===== config.mk =====
export PLATFORM = sky130hd
export DESIGN_NAME = mwd_ctrl
export DESIGN_NICKNAME = d
export VERILOG_FILES = /design/src/rtl/core/mwd_pkg.sv /design/src/rtl/core/mwd_ctrl.sv
export SDC_FILE = /design/constraint.sdc
export NUM_CORES = 1
export LEC_CHECK = 0
export ABC_AREA = 0
export BUFFER_PORTS_ARGS = -buffer_cell sky130_fd_sc_hd__buf_2
export CORE_AREA = 8 8 57 59
export CTS_BUF_LIST = sky130_fd_sc_hd__clkbuf_16
export DETAILED_ROUTE_END_ITERATION = 16
export DIE_AREA = 0 0 65 67
export GPL_TIMING_DRIVEN = 0
export PLACE_DENSITY = 0.63
export SLEW_MARGIN = 20
export SYNTH_ARGS = -nofsm -noshare
export SYNTH_HDL_FRONTEND = slang
export SYNTH_SLANG_ARGS = --single-unit

===== constraint.sdc =====
create_clock -name i_clk -period 2.3 [get_ports i_clk]
set_input_delay 0.23 -clock i_clk [delete_from_list [all_inputs] [get_ports i_clk]]
set_output_delay 0.23 -clock i_clk [all_outputs]
set_load 0.005 [all_outputs]

===== src/rtl/core/mwd_pkg.sv =====
// Shared types and constants for the multiword by word divider.
// Used by mwd_ctrl, mwd_dpath and multiword_by_word_divider_unit.
// No dependencies.
`default_nettype none

package mwd_pkg;

    localparam int WordW = 64;
    localparam int HalfW = 32;
    localparam int ShiftW = 6;

    typedef logic [WordW-1:0] t_word;

    // Datapath operations, one per cycle
    localparam logic [3:0] OP_NONE  = 4'd0;
    localparam logic [3:0] OP_CFG   = 4'd1;   // load divisor, clear running remainder
    localparam logic [3:0] OP_NORM  = 4'd2;   // shift divisor left one bit
    localparam logic [3:0] OP_RINIT = 4'd3;   // start reciprocal division
    localparam logic [3:0] OP_RSTEP = 4'd4;   // one reciprocal quotient bit
    localparam logic [3:0] OP_LOAD  = 4'd5;   // take dividend word, align it
    localparam logic [3:0] OP_QEST  = 4'd6;   // quotient estimate from n1*inv
    localparam logic [3:0] OP_REM   = 4'd7;   // candidate remainder
    localparam logic [3:0] OP_FIX1  = 4'd8;   // first correction
    localparam logic [3:0] OP_FIX2  = 4'd9;   // second correction
    localparam logic [3:0] OP_OUT   = 4'd10;  // load output register

    // Partial product selects for the shared 32x32 multiplier
    localparam logic [2:0] MUL_N1L_IL = 3'd0;
    localparam logic [2:0] MUL_N1L_IH = 3'd1;
    localparam logic [2:0] MUL_N1H_IL = 3'd2;
    localparam logic [2:0] MUL_N1H_IH = 3'd3;
    localparam logic [2:0] MUL_QL_DL  = 3'd4;
    localparam logic [2:0] MUL_QL_DH  = 3'd5;
    localparam logic [2:0] MUL_QH_DL  = 3'd6;

    // State after reset: divisor 1, normalized
    localparam t_word DN_RESET = {1'b1, {(WordW-1){1'b0}}};
    localparam t_word INV_RESET = {WordW{1'b1}};
    localparam logic [ShiftW-1:0] SHIFT_RESET = {ShiftW{1'b1}};

    typedef struct packed {
        logic [3:0] op;
        logic       mul_go;
        logic [2:0] mul_idx;
    } t_cmd;

    typedef struct packed {
        logic dn_msb;       // normalized divisor has its top bit set
        logic cfg_nonzero;  // divisor write data is nonzero
    } t_sts;

endpackage

`default_nettype wire


===== src/rtl/core/mwd_ctrl.sv =====
// Controller state machine for the multiword by word divider.
// Depends on mwd_pkg; drives mwd_dpath through t_cmd.
`default_nettype none

module mwd_ctrl (
    input  wire logic          i_clk,
    input  wire logic          i_rst_n,
    input  wire logic          i_in_valid,
    output logic               o_in_stall,
    output logic               o_out_valid,
    input  wire logic          i_out_stall,
    input  wire logic          i_cfg_wr_en,
    input  wire mwd_pkg::t_sts i_sts,
    output mwd_pkg::t_cmd      o_cmd
);

    localparam logic [3:0] S_IDLE  = 4'd0;
    localparam logic [3:0] S_NORM  = 4'd1;
    localparam logic [3:0] S_RECIP = 4'd2;
    localparam logic [3:0] S_MUL1  = 4'd3;
    localparam logic [3:0] S_QEST  = 4'd4;
    localparam logic [3:0] S_MUL2  = 4'd5;
    localparam logic [3:0] S_REM   = 4'd6;
    localparam logic [3:0] S_FIX1  = 4'd7;
    localparam logic [3:0] S_FIX2  = 4'd8;
    localparam logic [3:0] S_OUT   = 4'd9;

    logic [3:0] r_state, n_state;
    logic [5:0] r_cnt, n_cnt;
    logic       r_out_valid, n_out_valid;
    logic       w_in_acc;

    // Input taken only when idle and no divisor write is in flight
    assign o_in_stall = (r_state != S_IDLE) || i_cfg_wr_en;
    assign w_in_acc = i_in_valid && !o_in_stall;
    assign o_out_valid = r_out_valid;

    // Next state and command decode
    always_comb begin
        n_state = r_state;
        n_cnt = r_cnt;
        n_out_valid = r_out_valid && i_out_stall;
        o_cmd = '0;
        o_cmd.op = mwd_pkg::OP_NONE;
        o_cmd.mul_idx = mwd_pkg::MUL_N1L_IL;
        if (i_cfg_wr_en && i_sts.cfg_nonzero) begin
            o_cmd.op = mwd_pkg::OP_CFG;
            n_state = S_NORM;
        end else begin
            case (r_state)
                S_IDLE: begin
                    if (w_in_acc) begin
                        o_cmd.op = mwd_pkg::OP_LOAD;
                        n_state = S_MUL1;
                        n_cnt = '0;
                    end
                end
                S_NORM: begin
                    if (i_sts.dn_msb) begin
                        o_cmd.op = mwd_pkg::OP_RINIT;
                        n_state = S_RECIP;
                        n_cnt = '0;
                    end else begin
                        o_cmd.op = mwd_pkg::OP_NORM;
                    end
                end
                S_RECIP: begin
                    o_cmd.op = mwd_pkg::OP_RSTEP;
                    if (r_cnt == 6'd63) begin
                        n_state = S_IDLE;
                    end else begin
                        n_cnt = r_cnt + 6'd1;
                    end
                end
                // n1 * inv: four products, then a pass with no product while the last one accumulates
                S_MUL1: begin
                    if (r_cnt == 6'd4) begin
                        n_state = S_QEST;
                    end else begin
                        o_cmd.mul_go = 1'b1;
                        n_cnt = r_cnt + 6'd1;
                        case (r_cnt[1:0])
                            2'd0: o_cmd.mul_idx = mwd_pkg::MUL_N1L_IL;
                            2'd1: o_cmd.mul_idx = mwd_pkg::MUL_N1L_IH;
                            2'd2: o_cmd.mul_idx = mwd_pkg::MUL_N1H_IL;
                            2'd3: o_cmd.mul_idx = mwd_pkg::MUL_N1H_IH;
                            default: o_cmd.mul_idx = mwd_pkg::MUL_N1L_IL;
                        endcase
                    end
                end
                S_QEST: begin
                    o_cmd.op = mwd_pkg::OP_QEST;
                    n_state = S_MUL2;
                    n_cnt = '0;
                end
                // low half of qh * dn: three products
                S_MUL2: begin
                    if (r_cnt == 6'd3) begin
                        n_state = S_REM;
                    end else begin
                        o_cmd.mul_go = 1'b1;
                        n_cnt = r_cnt + 6'd1;
                        case (r_cnt[1:0])
                            2'd0: o_cmd.mul_idx = mwd_pkg::MUL_QL_DL;
                            2'd1: o_cmd.mul_idx = mwd_pkg::MUL_QL_DH;
                            2'd2: o_cmd.mul_idx = mwd_pkg::MUL_QH_DL;
                            default: o_cmd.mul_idx = mwd_pkg::MUL_QL_DL;
                        endcase
                    end
                end
                S_REM: begin
                    o_cmd.op = mwd_pkg::OP_REM;
                    n_state = S_FIX1;
                end
                S_FIX1: begin
                    o_cmd.op = mwd_pkg::OP_FIX1;
                    n_state = S_FIX2;
                end
                S_FIX2: begin
                    o_cmd.op = mwd_pkg::OP_FIX2;
                    n_state = S_OUT;
                end
                // wait for the output register to free up
                S_OUT: begin
                    if (!r_out_valid || !i_out_stall) begin
                        o_cmd.op = mwd_pkg::OP_OUT;
                        n_out_valid = 1'b1;
                        n_state = S_IDLE;
                    end
                end
                default: begin
                    n_state = S_IDLE;
                end
            endcase
        end
    end

    always_ff @(posedge i_clk) begin
        if (!i_rst_n) begin
            r_state <= S_IDLE;
            r_cnt <= '0;
            r_out_valid <= 1'b0;
        end else begin
            r_state <= n_state;
            r_cnt <= n_cnt;
            r_out_valid <= n_out_valid;
        end
    end

endmodule

`default_nettype wire


==> results.yml <==
drt:
  vias_per_cell: 5.46
  routed-via-count: 993
  drt-initial-drc-count: 40
  drc: 0
  drtPass1Iterations: 4
  ant_nets: 0
  routed_wl_microns: 2390
  wl_per_cell_microns: 13.1
floorplan:
  die-area_sq_um: 4360
  fp.coreArea_sq_um: 2360
  die_h_microns: 67
  io_pins: 17
  start_util_pct: 42.1
  rows: 18
  die_width_microns: 65
timing:
  holdWs_ns: 0.274
  tightest_slew_ns: 0.484
  setup_tns_ns: 0
  fmax_mhz: 483
  slew_violations: 0
  timing_hold_violations_final: 0
  final.min_clock_period_ns: 2.07
  finalSetupViolCount: 0
  fin_skew_ns: 0.00497
  period_share_pct: 90.1
  rsz0062_at_grt: "false"
  max_slew_margin_pct: 67.4
finish:
  fin_cells: 182
  finalNetCount: 167
  final_util_pct: 50.4
  antenna_cells: 0
  layout_commonest_cell: "buf_2"
  mostFrequentLayoutCells: "buf_2 (21), nor2_1 (16), nand2_1 (15), a21oi_1 (13), dfxtp_1 (11)"
  drive_above_1_share_pct: 22.4
  area_growth_pct: 19.7
synth:
  synth-seq-cells: 11
  synthAdderAreaFrac_pct: 8.79
  synth_compound_area_share_pct: 26.0
  synth.distinct_cells: 39
  syn-num-nets: 146
  ys_seq_area_share_pct: 22.1
  ys.flop_type: "dfxtp_1"
  synth_edf_count: 0
  synth_top_family_by_area: "simple AND/OR/NAND/NOR gates"
  synth-xor-area-share_pct: 0
  async_reset_ff_share_pct: 0
  synth-simple-area-share_pct: 35.8
  syn-cell-area_sq_um: 996
  netlist_instances: 132
  avgSynthCellArea_sq_um: 7.55
  synthMuxAreaShare_pct: 2.51
  yosys_warnings: 0
critical_path:
  worst-path-buf-inv: 1
  critPathLaunchType: "flop"
  rr_worst_depth: 7
  arrival_ns: 2.20
  crit_path_end_kind: "flop"
  crit_family: "simple AND/OR/NAND/NOR gates"
  crit_start: "r_cnt[0]"
  cp_cell_sequence: "inv_1 -> ha_1 -> nand2_1 -> nor3_1 -> nor4_4 -> o21ai_0 -> a32o_1"
  slowest_stage: "nor4_4"
  r2r_start: "r_cnt[0]"
  critPathMaxStageDelay_ns: 0.47
  path_class: "reg -> reg"
  cp.required_ns: 2.43
  worstPathMaxFanout: 8
  cp_num_cells: 7
clocking:
  clk_latency_ns: 0.24
  cts.path.max_buffers: 2
  ctsResizeCount: 0
  cts_tree: "built"
  cts_hold_buf: 0
  cts_buffers: 3
  htreeDepth: 1
  clk_pin_slew_ns: 0.04
  postCtsSetupRepairBufs: 0
  cts-root-buf: "clkbuf_16"
  cts_num_sinks: 11
placement:
  hpwl_microns: 1890
  dp_cells: 178
  portBuffers: 16
  gp_congestion: 0.817
status:
  outcome: "complete, no violations"
global_routing:
  grt_start_max_net_pins: 11
  grt.overflow.total: 0
  antenna_found_initial: 0
  grt_pass1_vias: 971
  grt_pass1_wl_microns: 4300
  grt_usage_pct: 12.1
pwr:
  leakage_uw: 0.000489
  peakVddDrop_v: 0.000417
  p_per_area_nw_per_um2: 677
  p_total_uw: 808
hold_path:
  worstHoldPathCells: 3
  hold_start: "i_out_stall"
  hp-class: "in -> reg"
job:
  max_cap_violations: 0
==> per-stage QoR <==
step	setup slack (ns)	cell area, sq um
floorplan	0.454	996
global placement	0.263	1110
detailed placement	0.215	1110
CTS	0.209	1190
global route	0.0257	1190
finish	0.228	1190
==> layer usage <==
layer | track usage [%] | share of wire (%) | vias to the layer above
li1 | - | - | 513
met1 | 14.1 | 46 | 458
met2 | 20.5 | 46 | 18
met3 | 3.36 | 6.6 | 4
met4 | 4.90 | 1.5 | 0
met5 | 0 | 0 | -
==> cell type report <==
type / count / area [sq um]
clock inverter: 1 / 3.75
fill: 256 / 1170
multi-input combinational: 111 / 728
timing repair buffer: 16 / 80.1
clock buffer: 3 / 75.1
inverter: 4 / 15.0
sequential: 11 / 220
tap: 30 / 37.5
buffer: 6 / 32.5
==> final timing paths <==
path,to,slack (ns)
worst max-delay path,r_cnt[4],0.23
worst min-delay path,o_out_valid,0.27
worst max register to register,r_cnt[4],0.23
worst min register to register,o_out_valid,0.51
==> flip-flops by register name, summed over array words and instances (netlist names) <==
register / cells
o_out_valid: 1
r_cnt: 6
r_state: 4
==> kinds of logic after synthesis <==
family / after synthesis
AO/OA/AOI/OAI: 36
flip-flops: 11
buffers and inverters: 10
multiplexers: 2
AND/OR/NAND/NOR: 66
adder cells (fa/ha/maj): 7
==> Yosys cell counts (all sizes together), types with 3 or more instances <==
| cell | number | area, sq um |
|---|---|---|
| inv | 3 | 11.3 |
| nand2b | 4 | 25.0 |
| nor3 | 5 | 25.0 |
| dfxtp | 11 | 220 |
| nor3b | 5 | 37.5 |
| ha | 7 | 87.6 |
| a21oi | 13 | 65.1 |
| nand3 | 5 | 25.0 |
| nor2b | 3 | 18.8 |
| o211ai | 3 | 41.3 |
| or3 | 4 | 30.0 |
| o21ai | 6 | 33.8 |
| nor2 | 16 | 60.1 |
| o31ai | 3 | 22.5 |
| nand2 | 15 | 56.3 |
| a32o | 3 | 30.0 |
| buf | 6 | 32.5 |
==> power by group <==
group / total, uW / internal (uW) / switching [uW]
clock network: 315 / 228 / 87.0
registers: 217 / 203 / 14.2
logic: 275 / 117 / 158
total: 808 / 549 / 259
==> worst min-delay path: cells and delay by family <==
family | cells | cell delay, ns
AND/OR/NAND/NOR | 1 | 0.07
buffers and inverters | 1 | 0.10
AO/OA/AOI/OAI | 1 | 0.06
Note: power is estimated with default switching activity, not from simulation.
